### src/hw/rtl/bfla_pkg.sv
// Shared types, codes and constants for the block free list allocator.
// Used by bfla_links, bfla_seq and block_free_list_allocator; depends on nothing.
package bfla_pkg;

   localparam int BLK_W   = 4;
   localparam int CNT_W   = 5;
   localparam int CMD_W   = 3;
   localparam int STAT_W  = 2;
   localparam int BYTES_W = 9;
   localparam int PROD_W  = 14;
   localparam int BYTES_MAX = 511;
   localparam int UPC_W   = 5;

   localparam logic [CMD_W-1:0] CMD_ALLOC       = 3'd0;
   localparam logic [CMD_W-1:0] CMD_FREE        = 3'd1;
   localparam logic [CMD_W-1:0] CMD_TOP_GROW    = 3'd2;
   localparam logic [CMD_W-1:0] CMD_TOP_SHRINK  = 3'd3;
   localparam logic [CMD_W-1:0] CMD_BOT_GROW    = 3'd4;
   localparam logic [CMD_W-1:0] CMD_BOT_SHRINK  = 3'd5;

   localparam logic [STAT_W-1:0] STAT_OK           = 2'd0;
   localparam logic [STAT_W-1:0] STAT_LIST_EMPTY   = 2'd1;
   localparam logic [STAT_W-1:0] STAT_REGIONS_MEET = 2'd2;
   localparam logic [STAT_W-1:0] STAT_REGION_EMPTY = 2'd3;

   typedef enum logic [1:0] {RD_NONE, RD_E, RD_HEAD} rd_sel_type;
   typedef enum logic [2:0] {WR_NONE, WR_UNLINK, WR_LINK_B, WR_LINK_HT, WR_SOLO} wr_op_type;
   typedef enum logic [2:0] {
      LD_NONE, LD_HEAD, LD_BI, LD_TOP, LD_TOP_M1, LD_BOT, LD_BOT_P1
   } ld_op_type;
   typedef enum logic [2:0] {CNT_NONE, CNT_INC_TOP, CNT_DEC_TOP, CNT_INC_BOT, CNT_DEC_BOT}
      cnt_op_type;
   typedef enum logic [2:0] {C_NEVER, C_EMPTY, C_FULL, C_BI_OOR, C_TOP_ZERO, C_BOT_ZERO}
      cond_type;

   // One horizontal control word. When the condition holds the word only jumps.
   typedef struct packed {
      cond_type              cond;
      logic [UPC_W-1:0]      jmp;
      logic [UPC_W-1:0]      nxt;
      rd_sel_type            rd;
      wr_op_type             wr;
      ld_op_type             ld;
      cnt_op_type            cnt;
      logic                  st_en;
      logic [STAT_W-1:0]     st;
      logic                  last;
   } ucode_type;

   typedef struct packed {
      logic empty;
      logic full;
      logic bi_oor;
      logic top_zero;
      logic bot_zero;
   } cond_flags_type;

   typedef struct packed {
      logic             en;
      logic [BLK_W-1:0] addr;
   } link_rd_type;

   typedef struct packed {
      logic             we;
      logic [BLK_W-1:0] addr;
      logic [BLK_W-1:0] data;
   } link_wr_type;

   // Reset ring runs h, h+1, h-1, h+2, h-2, ... and ends at block 0, with h = n/2.
   function automatic logic [BLK_W-1:0] ring_next(input logic [CNT_W-1:0] x,
                                                  input logic [CNT_W-1:0] n);
      logic [CNT_W:0] h;
      logic [CNT_W:0] xx;
      logic [CNT_W:0] r;
      h  = {2'b00, n[CNT_W-1:1]};
      xx = {1'b0, x};
      if (xx == h) begin
         r = h + 1'b1;
      end else if (xx > h) begin
         r = (h << 1) - xx;
      end else if (xx == '0) begin
         r = h;
      end else if (((h << 1) + 1'b1 - xx) < {1'b0, n}) begin
         r = (h << 1) + 1'b1 - xx;
      end else begin
         r = xx - 1'b1;
      end
      return r[BLK_W-1:0];
   endfunction

   function automatic logic [BLK_W-1:0] ring_prev(input logic [CNT_W-1:0] y,
                                                  input logic [CNT_W-1:0] n);
      logic [CNT_W:0] h;
      logic [CNT_W:0] yy;
      logic [CNT_W:0] r;
      h  = {2'b00, n[CNT_W-1:1]};
      yy = {1'b0, y};
      if (yy == h) begin
         r = '0;
      end else if (yy > h) begin
         r = (h << 1) + 1'b1 - yy;
      end else if (yy == '0) begin
         r = ((h << 1) < {1'b0, n}) ? (h << 1) : (CNT_W+1)'(1);
      end else begin
         r = (h << 1) - yy;
      end
      return r[BLK_W-1:0];
   endfunction

endpackage

### src/hw/rtl/bfla_links.sv
// Next and previous link stores of the free ring, one write and one read port each.
// Sweeps the reset ring into both stores after reset. Depends on bfla_pkg.
module bfla_links #(
   parameter int NUM_BLOCKS = 16
) (
   input  logic                     clock,
   input  logic                     reset,
   input  bfla_pkg::link_rd_type    rd,
   input  bfla_pkg::link_wr_type    wr_next,
   input  bfla_pkg::link_wr_type    wr_prev,
   output logic [bfla_pkg::BLK_W-1:0] next_rd,
   output logic [bfla_pkg::BLK_W-1:0] prev_rd,
   output logic                     init_done
);

   localparam int IDX_W  = $clog2(NUM_BLOCKS);
   localparam int INIT_W = $clog2(NUM_BLOCKS + 1);

   logic [bfla_pkg::BLK_W-1:0] next_mem [NUM_BLOCKS];
   logic [bfla_pkg::BLK_W-1:0] prev_mem [NUM_BLOCKS];
   logic [bfla_pkg::BLK_W-1:0] next_rd_ff;
   logic [bfla_pkg::BLK_W-1:0] prev_rd_ff;
   logic [INIT_W-1:0]          init_cnt_ff;
   logic [INIT_W-1:0]          init_cnt_in;
   logic                       n_we;
   logic [IDX_W-1:0]           n_addr;
   logic [bfla_pkg::BLK_W-1:0] n_data;
   logic                       p_we;
   logic [IDX_W-1:0]           p_addr;
   logic [bfla_pkg::BLK_W-1:0] p_data;
   logic [bfla_pkg::CNT_W-1:0] init_blk;

   assign init_done   = (init_cnt_ff == INIT_W'(NUM_BLOCKS));
   assign init_cnt_in = init_done ? init_cnt_ff : init_cnt_ff + 1'b1;
   assign init_blk    = bfla_pkg::CNT_W'(init_cnt_ff);

   always_comb begin
      if (!init_done) begin
         n_we   = 1'b1;
         n_addr = init_cnt_ff[IDX_W-1:0];
         n_data = bfla_pkg::ring_next(init_blk, bfla_pkg::CNT_W'(NUM_BLOCKS));
         p_we   = 1'b1;
         p_addr = init_cnt_ff[IDX_W-1:0];
         p_data = bfla_pkg::ring_prev(init_blk, bfla_pkg::CNT_W'(NUM_BLOCKS));
      end else begin
         n_we   = wr_next.we;
         n_addr = wr_next.addr[IDX_W-1:0];
         n_data = wr_next.data;
         p_we   = wr_prev.we;
         p_addr = wr_prev.addr[IDX_W-1:0];
         p_data = wr_prev.data;
      end
   end

   always_ff @(posedge clock) begin
      if (reset) begin
         init_cnt_ff <= '0;
      end else begin
         init_cnt_ff <= init_cnt_in;
      end
   end

   always_ff @(posedge clock) begin
      if (n_we) begin
         next_mem[n_addr] <= n_data;
      end
      if (p_we) begin
         prev_mem[p_addr] <= p_data;
      end
      if (rd.en) begin
         next_rd_ff <= next_mem[rd.addr[IDX_W-1:0]];
         prev_rd_ff <= prev_mem[rd.addr[IDX_W-1:0]];
      end
   end

   assign next_rd = next_rd_ff;
   assign prev_rd = prev_rd_ff;

endmodule

### src/hw/rtl/bfla_seq.sv
// Microcode sequencer of the allocator: step counter, control store and branching.
// Depends on bfla_pkg for the control word and condition flag types.
module bfla_seq (
   input  logic                         clock,
   input  logic                         reset,
   input  logic                         start,
   input  logic [bfla_pkg::CMD_W-1:0]   cmd,
   input  bfla_pkg::cond_flags_type     flags,
   input  logic                         out_busy,
   output bfla_pkg::ucode_type          uword,
   output logic                         act,
   output logic                         busy
);

   localparam logic [bfla_pkg::UPC_W-1:0] UA_ALLOC0    = 5'd0;
   localparam logic [bfla_pkg::UPC_W-1:0] UA_ALLOC1    = 5'd1;
   localparam logic [bfla_pkg::UPC_W-1:0] UA_TG0       = 5'd2;
   localparam logic [bfla_pkg::UPC_W-1:0] UA_TG1       = 5'd3;
   localparam logic [bfla_pkg::UPC_W-1:0] UA_UNLINK    = 5'd4;
   localparam logic [bfla_pkg::UPC_W-1:0] UA_BG0       = 5'd5;
   localparam logic [bfla_pkg::UPC_W-1:0] UA_BG1       = 5'd6;
   localparam logic [bfla_pkg::UPC_W-1:0] UA_FREE0     = 5'd7;
   localparam logic [bfla_pkg::UPC_W-1:0] UA_APP0      = 5'd8;
   localparam logic [bfla_pkg::UPC_W-1:0] UA_APP1      = 5'd9;
   localparam logic [bfla_pkg::UPC_W-1:0] UA_APP2      = 5'd10;
   localparam logic [bfla_pkg::UPC_W-1:0] UA_SOLO      = 5'd11;
   localparam logic [bfla_pkg::UPC_W-1:0] UA_TS0       = 5'd12;
   localparam logic [bfla_pkg::UPC_W-1:0] UA_BS0       = 5'd13;
   localparam logic [bfla_pkg::UPC_W-1:0] UA_ST_EMPTY  = 5'd14;
   localparam logic [bfla_pkg::UPC_W-1:0] UA_ST_FULL   = 5'd15;
   localparam logic [bfla_pkg::UPC_W-1:0] UA_ST_REGION = 5'd16;
   localparam logic [bfla_pkg::UPC_W-1:0] UA_DONE      = 5'd17;

   logic                         busy_ff;
   logic                         busy_in;
   logic [bfla_pkg::UPC_W-1:0]   upc_ff;
   logic [bfla_pkg::UPC_W-1:0]   upc_in;
   logic                         taken;

   function automatic bfla_pkg::ucode_type ucode_rom(input logic [bfla_pkg::UPC_W-1:0] a);
      bfla_pkg::ucode_type w;
      w = '0;
      unique case (a)
         UA_ALLOC0: begin
            w.cond = bfla_pkg::C_EMPTY; w.jmp = UA_ST_EMPTY; w.nxt = UA_ALLOC1;
            w.ld = bfla_pkg::LD_HEAD; w.rd = bfla_pkg::RD_HEAD;
         end
         UA_ALLOC1: begin
            w.wr = bfla_pkg::WR_UNLINK; w.last = 1'b1;
         end
         UA_TG0: begin
            w.cond = bfla_pkg::C_FULL; w.jmp = UA_ST_FULL; w.nxt = UA_TG1;
            w.ld = bfla_pkg::LD_TOP;
         end
         UA_TG1: begin
            w.cond = bfla_pkg::C_EMPTY; w.jmp = UA_ST_EMPTY; w.nxt = UA_UNLINK;
            w.rd = bfla_pkg::RD_E; w.cnt = bfla_pkg::CNT_INC_TOP;
         end
         UA_UNLINK: begin
            w.wr = bfla_pkg::WR_UNLINK; w.last = 1'b1;
         end
         UA_BG0: begin
            w.cond = bfla_pkg::C_FULL; w.jmp = UA_ST_FULL; w.nxt = UA_BG1;
            w.ld = bfla_pkg::LD_BOT;
         end
         UA_BG1: begin
            w.cond = bfla_pkg::C_EMPTY; w.jmp = UA_ST_EMPTY; w.nxt = UA_UNLINK;
            w.rd = bfla_pkg::RD_E; w.cnt = bfla_pkg::CNT_INC_BOT;
         end
         UA_FREE0: begin
            w.cond = bfla_pkg::C_BI_OOR; w.jmp = UA_DONE; w.nxt = UA_APP0;
            w.ld = bfla_pkg::LD_BI;
         end
         UA_APP0: begin
            w.cond = bfla_pkg::C_EMPTY; w.jmp = UA_SOLO; w.nxt = UA_APP1;
            w.rd = bfla_pkg::RD_HEAD;
         end
         UA_APP1: begin
            w.wr = bfla_pkg::WR_LINK_B; w.nxt = UA_APP2;
         end
         UA_APP2: begin
            w.wr = bfla_pkg::WR_LINK_HT; w.last = 1'b1;
         end
         UA_SOLO: begin
            w.wr = bfla_pkg::WR_SOLO; w.last = 1'b1;
         end
         UA_TS0: begin
            w.cond = bfla_pkg::C_TOP_ZERO; w.jmp = UA_ST_REGION; w.nxt = UA_APP0;
            w.ld = bfla_pkg::LD_TOP_M1; w.cnt = bfla_pkg::CNT_DEC_TOP;
         end
         UA_BS0: begin
            w.cond = bfla_pkg::C_BOT_ZERO; w.jmp = UA_ST_REGION; w.nxt = UA_APP0;
            w.ld = bfla_pkg::LD_BOT_P1; w.cnt = bfla_pkg::CNT_DEC_BOT;
         end
         UA_ST_EMPTY: begin
            w.st_en = 1'b1; w.st = bfla_pkg::STAT_LIST_EMPTY; w.last = 1'b1;
         end
         UA_ST_FULL: begin
            w.st_en = 1'b1; w.st = bfla_pkg::STAT_REGIONS_MEET; w.last = 1'b1;
         end
         UA_ST_REGION: begin
            w.st_en = 1'b1; w.st = bfla_pkg::STAT_REGION_EMPTY; w.last = 1'b1;
         end
         default: begin
            w.last = 1'b1;
         end
      endcase
      return w;
   endfunction

   function automatic logic [bfla_pkg::UPC_W-1:0] entry(input logic [bfla_pkg::CMD_W-1:0] c);
      logic [bfla_pkg::UPC_W-1:0] a;
      unique case (c)
         bfla_pkg::CMD_ALLOC:      a = UA_ALLOC0;
         bfla_pkg::CMD_FREE:       a = UA_FREE0;
         bfla_pkg::CMD_TOP_GROW:   a = UA_TG0;
         bfla_pkg::CMD_TOP_SHRINK: a = UA_TS0;
         bfla_pkg::CMD_BOT_GROW:   a = UA_BG0;
         bfla_pkg::CMD_BOT_SHRINK: a = UA_BS0;
         default:                  a = UA_DONE;
      endcase
      return a;
   endfunction

   assign uword = ucode_rom(upc_ff);

   always_comb begin
      unique case (uword.cond)
         bfla_pkg::C_EMPTY:    taken = flags.empty;
         bfla_pkg::C_FULL:     taken = flags.full;
         bfla_pkg::C_BI_OOR:   taken = flags.bi_oor;
         bfla_pkg::C_TOP_ZERO: taken = flags.top_zero;
         bfla_pkg::C_BOT_ZERO: taken = flags.bot_zero;
         default:              taken = 1'b0;
      endcase
   end

   // A final step waits while the previous result is still held at the output.
   assign act = busy_ff && !taken && !(uword.last && out_busy);

   always_comb begin
      busy_in = busy_ff;
      upc_in  = upc_ff;
      if (start) begin
         busy_in = 1'b1;
         upc_in  = entry(cmd);
      end else if (busy_ff && taken) begin
         upc_in = uword.jmp;
      end else if (act) begin
         if (uword.last) begin
            busy_in = 1'b0;
         end else begin
            upc_in = uword.nxt;
         end
      end
   end

   always_ff @(posedge clock) begin
      if (reset) begin
         busy_ff <= 1'b0;
         upc_ff  <= UA_DONE;
      end else begin
         busy_ff <= busy_in;
         upc_ff  <= upc_in;
      end
   end

   assign busy = busy_ff;

endmodule

### src/hw/rtl/block_free_list_allocator.sv
// Block free list allocator: a microcoded sequencer drives the link stores and counters.
// Each request runs its own microcode sequence, and its final step loads the result.
// The next request is taken the cycle after the result is loaded, so no request is
// accepted while another runs. A final step waits while the output still holds a result.
// Reset is synchronous; afterwards a sweep loads the reset ring into the link stores and
// no request is accepted until it ends.
module block_free_list_allocator #(
   parameter int NUM_BLOCKS  = 16,
   parameter int BLOCK_BYTES = 16
) (
   input  logic        clock,
   input  logic        reset,
   input  logic        req_tvalid,
   output logic        req_tready,
   input  logic [7:0]  req_tdata,   // command[2:0], block_index[6:3], zero[7]
   output logic        rsp_tvalid,
   input  logic        rsp_tready,
   output logic [23:0] rsp_tdata    // given_block[3:0], status[5:4],
                                    // top_bytes[14:6], bottom_bytes[23:15]
);

   localparam int BLK_W  = bfla_pkg::BLK_W;
   localparam int CNT_W  = bfla_pkg::CNT_W;
   localparam int PROD_W = bfla_pkg::PROD_W;
   localparam int BYTES_W = bfla_pkg::BYTES_W;

   logic                          accept;
   logic                          init_done;
   logic                          seq_busy;
   logic                          act;
   bfla_pkg::ucode_type           uword;
   bfla_pkg::cond_flags_type      flags;
   bfla_pkg::link_rd_type         link_rd;
   bfla_pkg::link_wr_type         wr_next;
   bfla_pkg::link_wr_type         wr_prev;
   logic [BLK_W-1:0]              next_rd;
   logic [BLK_W-1:0]              prev_rd;

   logic [bfla_pkg::CMD_W-1:0]    cmd;
   logic [BLK_W-1:0]              bi_ff;
   logic [BLK_W-1:0]              e_ff;
   logic [BLK_W-1:0]              e_in;
   logic [BLK_W-1:0]              given_ff;
   logic [BLK_W-1:0]              given_in;
   logic [BLK_W-1:0]              head_ff;
   logic [BLK_W-1:0]              head_in;
   logic                          empty_ff;
   logic                          empty_in;
   logic [CNT_W-1:0]              top_ff;
   logic [CNT_W-1:0]              top_in;
   logic [CNT_W-1:0]              bot_ff;
   logic [CNT_W-1:0]              bot_in;
   logic                          self_link;

   logic                          rsp_valid_ff;
   logic [23:0]                   rsp_data_ff;
   logic [PROD_W-1:0]             top_prod;
   logic [PROD_W-1:0]             bot_prod;
   logic [BYTES_W-1:0]            top_bytes;
   logic [BYTES_W-1:0]            bot_bytes;
   logic [bfla_pkg::STAT_W-1:0]   status;
   logic                          load_rsp;

   assign req_tready = init_done && !seq_busy;
   assign accept     = req_tvalid && req_tready;
   assign cmd        = req_tdata[2:0];

   assign flags.empty    = empty_ff;
   assign flags.full     = ({1'b0, top_ff} + {1'b0, bot_ff}) >= (CNT_W+1)'(NUM_BLOCKS);
   assign flags.bi_oor   = {1'b0, bi_ff} >= CNT_W'(NUM_BLOCKS);
   assign flags.top_zero = (top_ff == '0);
   assign flags.bot_zero = (bot_ff == '0);

   bfla_seq u_seq (
      .clock    (clock),
      .reset    (reset),
      .start    (accept),
      .cmd      (cmd),
      .flags    (flags),
      .out_busy (rsp_valid_ff && !rsp_tready),
      .uword    (uword),
      .act      (act),
      .busy     (seq_busy)
   );

   bfla_links #(
      .NUM_BLOCKS (NUM_BLOCKS)
   ) u_links (
      .clock     (clock),
      .reset     (reset),
      .rd        (link_rd),
      .wr_next   (wr_next),
      .wr_prev   (wr_prev),
      .next_rd   (next_rd),
      .prev_rd   (prev_rd),
      .init_done (init_done)
   );

   // A block whose successor is itself is the last one on the ring.
   assign self_link = (next_rd == e_ff);

   always_comb begin
      link_rd.en   = 1'b0;
      link_rd.addr = e_ff;
      if (act) begin
         case (uword.rd)
            bfla_pkg::RD_E: begin
               link_rd.en = 1'b1;
            end
            bfla_pkg::RD_HEAD: begin
               link_rd.en   = 1'b1;
               link_rd.addr = head_ff;
            end
            default: begin
            end
         endcase
      end
   end

   always_comb begin
      wr_next  = '0;
      wr_prev  = '0;
      head_in  = head_ff;
      empty_in = empty_ff;
      if (act) begin
         case (uword.wr)
            bfla_pkg::WR_UNLINK: begin
               if (self_link) begin
                  empty_in = 1'b1;
               end else begin
                  if (e_ff == head_ff) begin
                     head_in = next_rd;
                  end
                  wr_next = '{we: 1'b1, addr: prev_rd, data: next_rd};
                  wr_prev = '{we: 1'b1, addr: next_rd, data: prev_rd};
               end
            end
            bfla_pkg::WR_LINK_B: begin
               wr_next = '{we: 1'b1, addr: e_ff, data: head_ff};
               wr_prev = '{we: 1'b1, addr: e_ff, data: prev_rd};
            end
            bfla_pkg::WR_LINK_HT: begin
               wr_next = '{we: 1'b1, addr: prev_rd, data: e_ff};
               wr_prev = '{we: 1'b1, addr: head_ff, data: e_ff};
            end
            bfla_pkg::WR_SOLO: begin
               head_in  = e_ff;
               empty_in = 1'b0;
               wr_next  = '{we: 1'b1, addr: e_ff, data: e_ff};
               wr_prev  = '{we: 1'b1, addr: e_ff, data: e_ff};
            end
            default: begin
            end
         endcase
      end
   end

   always_comb begin
      e_in     = e_ff;
      given_in = accept ? '0 : given_ff;
      if (act) begin
         case (uword.ld)
            bfla_pkg::LD_HEAD: begin
               e_in     = head_ff;
               given_in = head_ff;
            end
            bfla_pkg::LD_BI:     e_in = bi_ff;
            bfla_pkg::LD_TOP:    e_in = top_ff[BLK_W-1:0];
            bfla_pkg::LD_TOP_M1: e_in = BLK_W'(top_ff - 1'b1);
            bfla_pkg::LD_BOT:    e_in = BLK_W'(CNT_W'(NUM_BLOCKS - 1) - bot_ff);
            bfla_pkg::LD_BOT_P1: e_in = BLK_W'(CNT_W'(NUM_BLOCKS) - bot_ff);
            default: begin
            end
         endcase
      end
   end

   always_comb begin
      top_in = top_ff;
      bot_in = bot_ff;
      if (act) begin
         case (uword.cnt)
            bfla_pkg::CNT_INC_TOP: top_in = top_ff + 1'b1;
            bfla_pkg::CNT_DEC_TOP: top_in = top_ff - 1'b1;
            bfla_pkg::CNT_INC_BOT: bot_in = bot_ff + 1'b1;
            bfla_pkg::CNT_DEC_BOT: bot_in = bot_ff - 1'b1;
            default: begin
            end
         endcase
      end
   end

   always_ff @(posedge clock) begin
      if (reset) begin
         head_ff  <= BLK_W'(NUM_BLOCKS / 2);
         empty_ff <= 1'b0;
         top_ff   <= '0;
         bot_ff   <= '0;
      end else begin
         head_ff  <= head_in;
         empty_ff <= empty_in;
         top_ff   <= top_in;
         bot_ff   <= bot_in;
      end
   end

   always_ff @(posedge clock) begin
      if (accept) begin
         bi_ff <= req_tdata[6:3];
      end
      e_ff     <= e_in;
      given_ff <= given_in;
   end

   // Counts do not change on a final step, so the sizes are taken from the registers.
   assign top_prod  = PROD_W'(top_ff) * PROD_W'(BLOCK_BYTES);
   assign bot_prod  = PROD_W'(bot_ff) * PROD_W'(BLOCK_BYTES);
   assign top_bytes = (top_prod > PROD_W'(bfla_pkg::BYTES_MAX)) ?
                      BYTES_W'(bfla_pkg::BYTES_MAX) : top_prod[BYTES_W-1:0];
   assign bot_bytes = (bot_prod > PROD_W'(bfla_pkg::BYTES_MAX)) ?
                      BYTES_W'(bfla_pkg::BYTES_MAX) : bot_prod[BYTES_W-1:0];
   assign status    = uword.st_en ? uword.st : bfla_pkg::STAT_OK;
   assign load_rsp  = act && uword.last;

   always_ff @(posedge clock) begin
      if (reset) begin
         rsp_valid_ff <= 1'b0;
      end else if (load_rsp) begin
         rsp_valid_ff <= 1'b1;
      end else if (rsp_tready) begin
         rsp_valid_ff <= 1'b0;
      end
   end

   always_ff @(posedge clock) begin
      if (load_rsp) begin
         rsp_data_ff <= {bot_bytes, top_bytes, status, given_ff};
      end
   end

   assign rsp_tvalid = rsp_valid_ff;
   assign rsp_tdata  = rsp_data_ff;

endmodule

### config.mk
export PLATFORM = sky130hd
export DESIGN_NAME = block_free_list_allocator
export DESIGN_NICKNAME = d
export VERILOG_FILES = /design/src/hw/rtl/bfla_pkg.sv /design/src/hw/rtl/bfla_links.sv /design/src/hw/rtl/bfla_seq.sv /design/src/hw/rtl/block_free_list_allocator.sv
export SDC_FILE = /design/constraint.sdc
export NUM_CORES = 1
export LEC_CHECK = 0
export BUFFER_PORTS_ARGS = -buffer_cell sky130_fd_sc_hd__buf_2
export CORE_ASPECT_RATIO = 0.5
export CORE_MARGIN = 2
export CORE_UTILIZATION = 34
export DETAILED_ROUTE_END_ITERATION = 12
export GPL_TIMING_DRIVEN = 0
export SKIP_LAST_GASP = 1
export SLEW_MARGIN = 20
export SYNTH_ARGS = -nofsm -noshare
export SYNTH_HDL_FRONTEND = slang
export SYNTH_SLANG_ARGS = --single-unit
### constraint.sdc
create_clock -name clock -period 4.1 [get_ports clock]
set_input_delay 0.41 -clock clock [delete_from_list [all_inputs] [get_ports clock]]
set_output_delay 0.41 -clock clock [all_outputs]
set_load 0.01 [all_outputs]
==> impl_metrics.toml, run 1 <==
[setup_path]
worstSetupEndpointType = "flop"
crit_type = "reg -> reg"
reg2regPathDepth = 13
timing.rr.start = "bot_ff[0]"
start_kind = "flop"
cp_max_fo = 10
timing.rr.end = "u_links.next_rd[2]"
rrSetupSlack_ns = 0.19
cp_data_required_time_ns = 4.28
cp.arrival_ns = 4.09

[cells_and_area]
instances_no_fill = 1216
nNetsFinal = 879
area_delta_synth_final_pct = 13.7
final-seq-area_mm2 = 0.00543
fillers = 2519
insertedDiodeCount = 0
fin_area_mm2 = 0.0106
multi_input_area_mm2 = 0.00367
drive_gt1_frac = 0.134

[logic_synthesis]
syn_area_mm2 = 0.00934
synthSimpleGateAreaFrac = 0.124
synth_cell_type_count = 68
yosys-top-cells-area = "edfxtp_1 51%, mux2i_1 7.5%, dfxtp_1 6.6%"
synthCells = 798
synth-compound-area-share = 0.126
synthFlopType = "edfxtp_1"
avgSynthCellArea_um2 = 11.7
synthArstFlopShare = 0
synth_edf_count = 160
synth_fa_ha_area_frac = 0.0244
synth.most_common_cell = "edfxtp_1"
synth_top_area_frac = 0.514
ys_seq_elements = 191
ys_seq_area_frac = 0.581
ys_warn_count = 0
yosys.area.top_type = "edfxtp_1"
muxShareOfSynthArea = 0.0774
synth_xor_area_frac = 0.0272
ys_top_cells_by_count = "160 x edfxtp_1, 86 x nor2_1, 70 x mux2i_1"
synth_top_family_by_area = "compound AO/OA/AOI/OAI gates"

[die]
die_y_um = 121
io_pins = 38
row_count = 42
core_mm2 = 0.0267
start_util = 0.350
die_w_um = 238
dieArea_mm2 = 0.0289

[pwr]
p_leak_nw = 3.93
power_density_mw_per_mm2 = 387
total_power_mw = 4.11
peakVddDrop_v = 0.000260

[global_route]
antenna_found_initial = 0
overflow = 0
grt_max_degree = 20
grt_first_pass_wirelength_um = 36100
grt_pass1_vias = 6330
track_usage = 0.166

[sta]
finalHoldViolCount = 0
rsz0062_at_grt = "false"
period_share = 0.954
setup_ws_ns = 0.187
finClkSkew_ns = 0.0129
finalSetupViolCount = 0
slew_headroom = 0.396
slew_viol_final = 0
setup_tns_ns = 0
worst_pin_slew_ns = 0.905
clock.fmax_mhz = 256
fin_crit_ns = 3.91

[placed_design]
gpl.final_weighted_congestion = 0.914
port_buffers = 27
dpl.hpwl_um = 16500
place_area_mm2 = 0.00998
dp.cells = 1184
dp_slack_ns = -0.174

[route]
drc = 0
routedWlPerCell_um = 19.0
initialDrtViolationCount = 570
vias = 6716
drt.antenna.violating_nets = 0
wl_um = 23100
post_drt_via_cell_ratio = 5.52
drtPass1Iterations = 7

[clock_network]
cts_tree = "yes"
cts.path.max_buffers = 2
clock-root-buffer = "clkbuf_16"
cts.sinks = 191
htree_levels = 4
ctsHoldBuffers = 0
numCtsBuffers = 17
clock_latency_ns = 0.45
clkTransAtPathRegs_ns = 0.08

[min_path]
whs_endpoint = "bi_ff[1]"
whs_path_depth = 1
hp-start = "req_tdata[4]"
hp-class = "in -> reg"

[run_status]
status = "finished clean"

[flow_run]
drv_cap = 0
[repair_timing]
| item | 4_1_cts | 5_1_grt |
|---|---|---|
| buffers inserted | 2 | 0 |
| resized for setup | 6 | 5 |
| pin swaps | 1 | 0 |
| endpoints found under the setup margin | 12 | 88 |
[cell type report]
type                       count  share of cell area
sequential                   191               0.511
tap                          352              0.0415
timing repair buffer          29              0.0141
buffer                        51              0.0269
clock inverter                13              0.0131
multi-input combinational    539               0.345
clock buffer                  19              0.0408
inverter                      22             0.00777
[cell usage in the layout (no fill, tap or decap), drive strengths merged, types with 10 or more instances in the layout]
| master | netlist | layout |
|---|---|---|
| xnor2 | 14 | 14 |
| nand3 | 10 | 10 |
| mux2i | 70 | 70 |
| xor2 | 15 | 15 |
| buf | 24 | 52 |
| edfxtp | 160 | 160 |
| dfxtp | 31 | 31 |
| nand2 | 59 | 59 |
| a22oi | 11 | 11 |
| nand2b | 10 | 10 |
| nor2 | 86 | 86 |
| clkbuf | 29 | 47 |
| ha | 15 | 15 |
| a21oi | 34 | 34 |
| nor3 | 19 | 19 |
| o22ai | 41 | 41 |
| inv | 21 | 31 |
| o21ai | 29 | 29 |
[power breakdown]
group	switching (mW)	internal (mW)
Clock	0.817	0.818
Combinational	0.185	0.0693
Sequential	0.0128	2.20
[worst max path at each step]
stage,from,to,cells after the start
2_1_floorplan,bot_ff[0],u_links.next_rd[0],13
6_report,bot_ff[0],u_links.next_rd[2],13
5_1_grt,bot_ff[0],u_links.prev_rd[0],13
4_1_cts,bot_ff[0],u_links.next_rd[0],12
3_5_place_dp,bot_ff[0],u_links.prev_rd[2],12
3_3_place_gp,bot_ff[0],u_links.next_mem[7][0],10
[per-layer routing]
| layer | up-vias | global-route usage | share of wire |
|---|---|---|---|
| met5 | - | 0 | 0 |
| met4 | 0 | 0.0535 | 0.017 |
| met3 | 38 | 0.0384 | 0.067 |
| met2 | 267 | 0.283 | 0.49 |
| met1 | 3307 | 0.210 | 0.42 |
| li1 | 3104 | - | - |
[sequential cells by signal (all words and copies together) (netlist names), 4 cells and up]
| signal | flops |
|---|---|
| bot_ff | 5 |
| u_links.init_blk | 5 |
| u_links.next_mem | 64 |
| u_seq.upc_ff | 5 |
| rsp_tdata | 16 |
| u_links.prev_rd | 4 |
| given_ff | 4 |
| u_links.next_rd | 4 |
| bi_ff | 4 |
| head_ff | 4 |
| e_ff | 4 |
| u_links.prev_mem | 64 |
| top_ff | 5 |
[logic make-up after synthesis]
| logic type | Yosys count |
|---|---|
| AOI/OAI and AO/OA | 173 |
| xor gates and xnor gates | 29 |
| DFF | 191 |
| buffers and inverters | 75 |
| muxes | 72 |
| and+or+nand+nor | 239 |
| other | 1 |
| adders and majority gates | 18 |
[critical path, cell delays in order (launching register included)]
cell	delay (ns)
dfxtp_1	0.50
inv_1	0.13
ha_1	0.24
nor4b_1	0.18
a2111oi_4	0.38
a41oi_2	0.12
a211oi_4	0.29
buf_4	0.18
mux2i_1	0.21
buf_6	0.20
buf_6	0.21
mux2i_1	0.26
o22ai_1	0.14
or4_1	0.59
[stage by stage]
| step | hold WS, ns | util |
|---|---|---|
| 6_report | 0.143 | 0.398 |
| 2_1_floorplan | 0.406 | - |
| 3_5_place_dp | 0.422 | 0.374 |
| 3_3_place_gp | 0.414 | 0.372 |
| 5_1_grt | 0.135 | 0.398 |
| 4_1_cts | 0.124 | 0.397 |
Power figures use the tool's default switching activity.
==> run 2, diff against run 1 <==
Settings changed: CORE_MARGIN 2 to 5, PLACE_DENSITY from default to 0.56.
==> impl_metrics.toml, run 2 (synthesis gave the netlist of run 1 again) <==
[die]
die_w_um = 244
row_count = 42
io_pins = 38
start_util = 0.349
core_mm2 = 0.0267
dieArea_mm2 = 0.0311
die_y_um = 127

[cells_and_area]
multi_input_area_mm2 = 0.00367
insertedDiodeCount = 0
fillers = 2540
final-seq-area_mm2 = 0.00543
drive_gt1_frac = 0.138
area_delta_synth_final_pct = 14.4
layout_commonest_cell = "edfxtp_1"
instances_no_fill = 1217
nNetsFinal = 880
final_cell_mix = "160 x edfxtp_1, 86 x nor2_1, 70 x mux2i_1"

[flow_run]
drv_cap = 0

[sta]
finalSetupViolCount = 0
slew_headroom = 0.328
finalHoldViolCount = 0
fin_crit_ns = 3.93
finClkSkew_ns = 0.0180
slew_viol_final = 0
setup_ws_ns = 0.165
clock.fmax_mhz = 254
worst_pin_slew_ns = 1.00
rsz0062_at_grt = "false"
period_share = 0.960

[route]
post_drt_via_cell_ratio = 5.39
drt.antenna.violating_nets = 0
drtPass1Iterations = 5
vias = 6556
initialDrtViolationCount = 470
wl_um = 23900
routedWlPerCell_um = 19.7
drc = 0

[global_route]
grt_pass1_vias = 6673
track_usage = 0.156
antenna_found_initial = 0
overflow = 0
grt_first_pass_wirelength_um = 37900
grt_max_degree = 23

[setup_path]
cp_max_fo = 10
cp.arrival_ns = 4.13
timing.rr.start = "bot_ff[0]"
worstSetupEndpointType = "flop"
cp_data_required_time_ns = 4.30
rrSetupSlack_ns = 0.17
timing.rr.end = "u_links.prev_rd[2]"
crit_type = "reg -> reg"
reg2regPathDepth = 13
start_kind = "flop"

[min_path]
whs_path_depth = 1
whs_endpoint = "bi_ff[0]"
hp-start = "req_tdata[3]"
hp-class = "in -> reg"

[clock_network]
htree_levels = 4
clkTransAtPathRegs_ns = 0.09
clock_latency_ns = 0.46
numCtsBuffers = 17
cts_tree = "yes"
clock-root-buffer = "clkbuf_16"
cts.sinks = 191
ctsHoldBuffers = 0
cts.path.max_buffers = 2

[placed_design]
dpl.hpwl_um = 17200
gpl.final_weighted_congestion = 0.885
port_buffers = 27
dp.cells = 1184
dp_slack_ns = -0.236

[run_status]
status = "finished clean"

[pwr]
power_density_mw_per_mm2 = 395
peakVddDrop_v = 0.000322
p_leak_nw = 3.96
-- run 2: worst max path at each step --
stage	start	to	cells after the start
floorplan	bot_ff[0]	u_links.next_rd[0]	13
global placement	bot_ff[0]	u_links.next_mem[8][0]	10
detailed placement	bot_ff[0]	u_links.prev_rd[2]	12
CTS	bot_ff[0]	u_links.prev_rd[2]	12
global route	bot_ff[0]	u_links.prev_rd[2]	13
finish	bot_ff[0]	u_links.prev_rd[2]	13
-- run 2: final cells by class --
class,count,share of cell area
inverter,22,0.00773
multi-input combinational,539,0.343
timing repair buffer,30,0.0148
sequential,191,0.508
buffer,51,0.0267
tap,352,0.0412
clock buffer,17,0.0398
clock inverter,15,0.0185
-- run 2: per-stage QoR --
stage                     instance area, um^2  hold slack, ns  setup TNS (ns)  power [mW]  utilization
after detailed placement                 9980           0.418           -1.52        2.52        0.373
after global placement                   9940           0.413           -5.33        2.50        0.372
after floorplan                          9370           0.406               0        2.41            -
after CTS                               10600           0.121               0        4.24        0.397
final                                   10700           0.138               0        4.22        0.399
after global routing                    10700           0.119               0        4.37        0.399
-- run 2: power breakdown --
part / leakage, nW / switching [mW] / internal [mW] / total [mW]
clock network: 0.306 / 0.893 / 0.851 / 1.74
registers: 1.70 / 0.0130 / 2.20 / 2.22
logic: 1.95 / 0.190 / 0.0693 / 0.259
total: 3.96 / 1.10 / 3.12 / 4.22
-- run 2: worst max-delay path: stages, from the launching register on --
cell,delay (ns)
dfxtp_1,0.52
inv_1,0.14
ha_1,0.23
nor4b_2,0.18
a2111oi_4,0.37
a41oi_2,0.12
a211oi_4,0.26
buf_4,0.19
mux2i_1,0.22
buf_6,0.20
buf_4,0.26
mux2i_1,0.31
o22ai_1,0.15
or4_1,0.52
-- run 2: layer usage --
metal	GRT usage	wire length, um
met5	0	0
met4	0.0467	423
met3	0.0303	1120
met2	0.268	11600
met1	0.202	10800
-- run 2: repair_timing --
action,4_1_cts,5_1_grt
buffers inserted,0,3
endpoints found under the setup margin,12,104
cloned,0,0
endpoints found under the hold margin,0,0
resized for setup,5,7
pin swaps,1,1
==> run 3, diff against run 2 <==
Settings changed: ABC_AREA from default to 1.
==> impl_metrics.toml, run 3 <==
[run_status]
status = "finished clean"

[cells_and_area]
final_cell_mix = "213 x nand2_1, 200 x inv_1, 165 x nand3_1"
layout_commonest_cell = "nand2_1"
area_delta_synth_final_pct = 13.7
nNetsFinal = 1212
insertedDiodeCount = 0
drive_gt1_frac = 0.129
instances_no_fill = 1588
fillers = 2875

[setup_path]
cp_data_required_time_ns = 4.21
crit_type = "reg -> reg"
cp.arrival_ns = 3.56
rrSetupSlack_ns = 0.66
worstSetupEndpointType = "flop"
cp_max_fo = 10
start_kind = "flop"

[sta]
finalSetupViolCount = 0
clock.fmax_mhz = 290
finalHoldViolCount = 0
slew_viol_final = 0
whs_ns = 0.139
worst_pin_slew_ns = 0.782
period_share = 0.840
setup_tns_ns = 0
finClkSkew_ns = 0.0116
rsz0062_at_grt = "false"
slew_headroom = 0.479
fin_crit_ns = 3.44

[route]
drc = 0
drtPass1Iterations = 6
initialDrtViolationCount = 725
post_drt_via_cell_ratio = 4.94
vias = 7840
wl_um = 26800
routedWlPerCell_um = 16.9
drt.antenna.violating_nets = 0

[pwr]
p_leak_nw = 4.86
peakVddDrop_v = 0.000309
power_density_mw_per_mm2 = 371
total_power_mw = 4.19

[die]
die_y_um = 131
start_util = 0.343
dieArea_mm2 = 0.0329
row_count = 44
die_w_um = 252
core_mm2 = 0.0289
io_pins = 38

[logic_synthesis]
ys_top_cells_by_count = "213 x nand2_1, 200 x inv_1, 165 x nand3_1"
ys_warn_count = 0
synth_cell_type_count = 50
yosys.area.top_type = "edfxtp_1"
synthArstFlopShare = 0
synthCells = 1124
synth.most_common_cell = "nand2_1"
ys_seq_area_frac = 0.547
synthFlopType = "edfxtp_1"
avgSynthCellArea_um2 = 8.83
synth_edf_count = 160
syn_area_mm2 = 0.00993
ys_seq_elements = 191
synth_top_area_frac = 0.484
yosys-top-cells-area = "edfxtp_1 48%, nand3_1 8.3%, nand2_1 8.1%"

[flow_run]
drv_cap = 0

[placed_design]
dp.cells = 1556
gpl.final_weighted_congestion = 0.856
dpl.hpwl_um = 19600
port_buffers = 28

[clock_network]
clkTransAtPathRegs_ns = 0.07
clock-root-buffer = "clkbuf_16"
cts.path.max_buffers = 2
ctsHoldBuffers = 0
post-cts-setup-buffers = 0
cts.sinks = 191
cts.repair.resized = 0
htree_levels = 4
numCtsBuffers = 17
clock_latency_ns = 0.45
cts_tree = "yes"

[global_route]
overflow = 0
track_usage = 0.164
grt_pass1_vias = 7565
grt_first_pass_wirelength_um = 41500
grt_max_degree = 19
antenna_found_initial = 0

[min_path]
hp-class = "in -> reg"
==> run 3: final cells by class <==
class	count	area, um^2	area share
flip-flops and latches	191	5430	0.481
multi-input cells	685	3550	0.315
clock buffers	17	425	0.0377
well taps	391	489	0.0433
clock inverters	15	154	0.0136
inverters	216	813	0.0721
plain buffers	39	218	0.0193
repair buffers	34	211	0.0187
==> run 3: path summary, 6_finish.rpt <==
check	start	endpoint	cells past startpoint
max	bot_ff[0]	u_links.next_mem[12][3]	13
min	req_tdata[4]	bi_ff[1]	1
max reg2reg	bot_ff[0]	u_links.next_mem[12][3]	13
min reg2reg	given_ff[2]	rsp_tdata[2]	0
==> run 3: kinds of logic (layout without fill, tap and decap cells) <==
| family | after synthesis | count (layout) | share of synthesized area |
|---|---|---|---|
| compound gates | 137 | 137 | 0.0798 |
| other cells | 1 | 8 | 0.000378 |
| xor+xnor | 18 | 18 | 0.0159 |
| flops | 191 | 191 | 0.547 |
| simple gates | 506 | 506 | 0.233 |
| fa+ha+maj | 16 | 16 | 0.0209 |
| buf+inv | 255 | 321 | 0.104 |
==> run 3: per-stage QoR <==
step                worst slack, ns  utilization  instance area (um^2)
floorplan                      1.46            -                  9950
global placement              0.116        0.366                 10600
detailed placement            0.684        0.370                 10700
CTS                           0.645        0.391                 11300
global route                  0.390        0.391                 11300
finish                        0.656        0.391                 11300
==> run 3: report_power, final <==
part	internal [mW]	switching, mW
sequential	2.20	0.0132
combinational	0.0926	0.221
clock	0.858	0.803
total	3.15	1.04
==> run 3: critical path, cell delays in order, from the launching register on <==
cell and delay (ns):
dfxtp_1 0.46, inv_1 0.17, ha_1 0.24, inv_1 0.05, nor2_1 0.04, nand3_1 0.08
nor2_1 0.05, a21oi_2 0.18, nand4_4 0.22, nor2_8 0.28, nand2_4 0.14, o21ai_0 0.57
nand2_1 0.24, nor2_1 0.37
==> run 3: metal layers <==
layer  wire length (um)  global-route usage  up-vias
li1                   -                   -     3804
met1              12000               0.216     3735
met2              12700               0.281      253
met3               1530              0.0285       48
met4                547              0.0529        0
met5                  0                   0        -
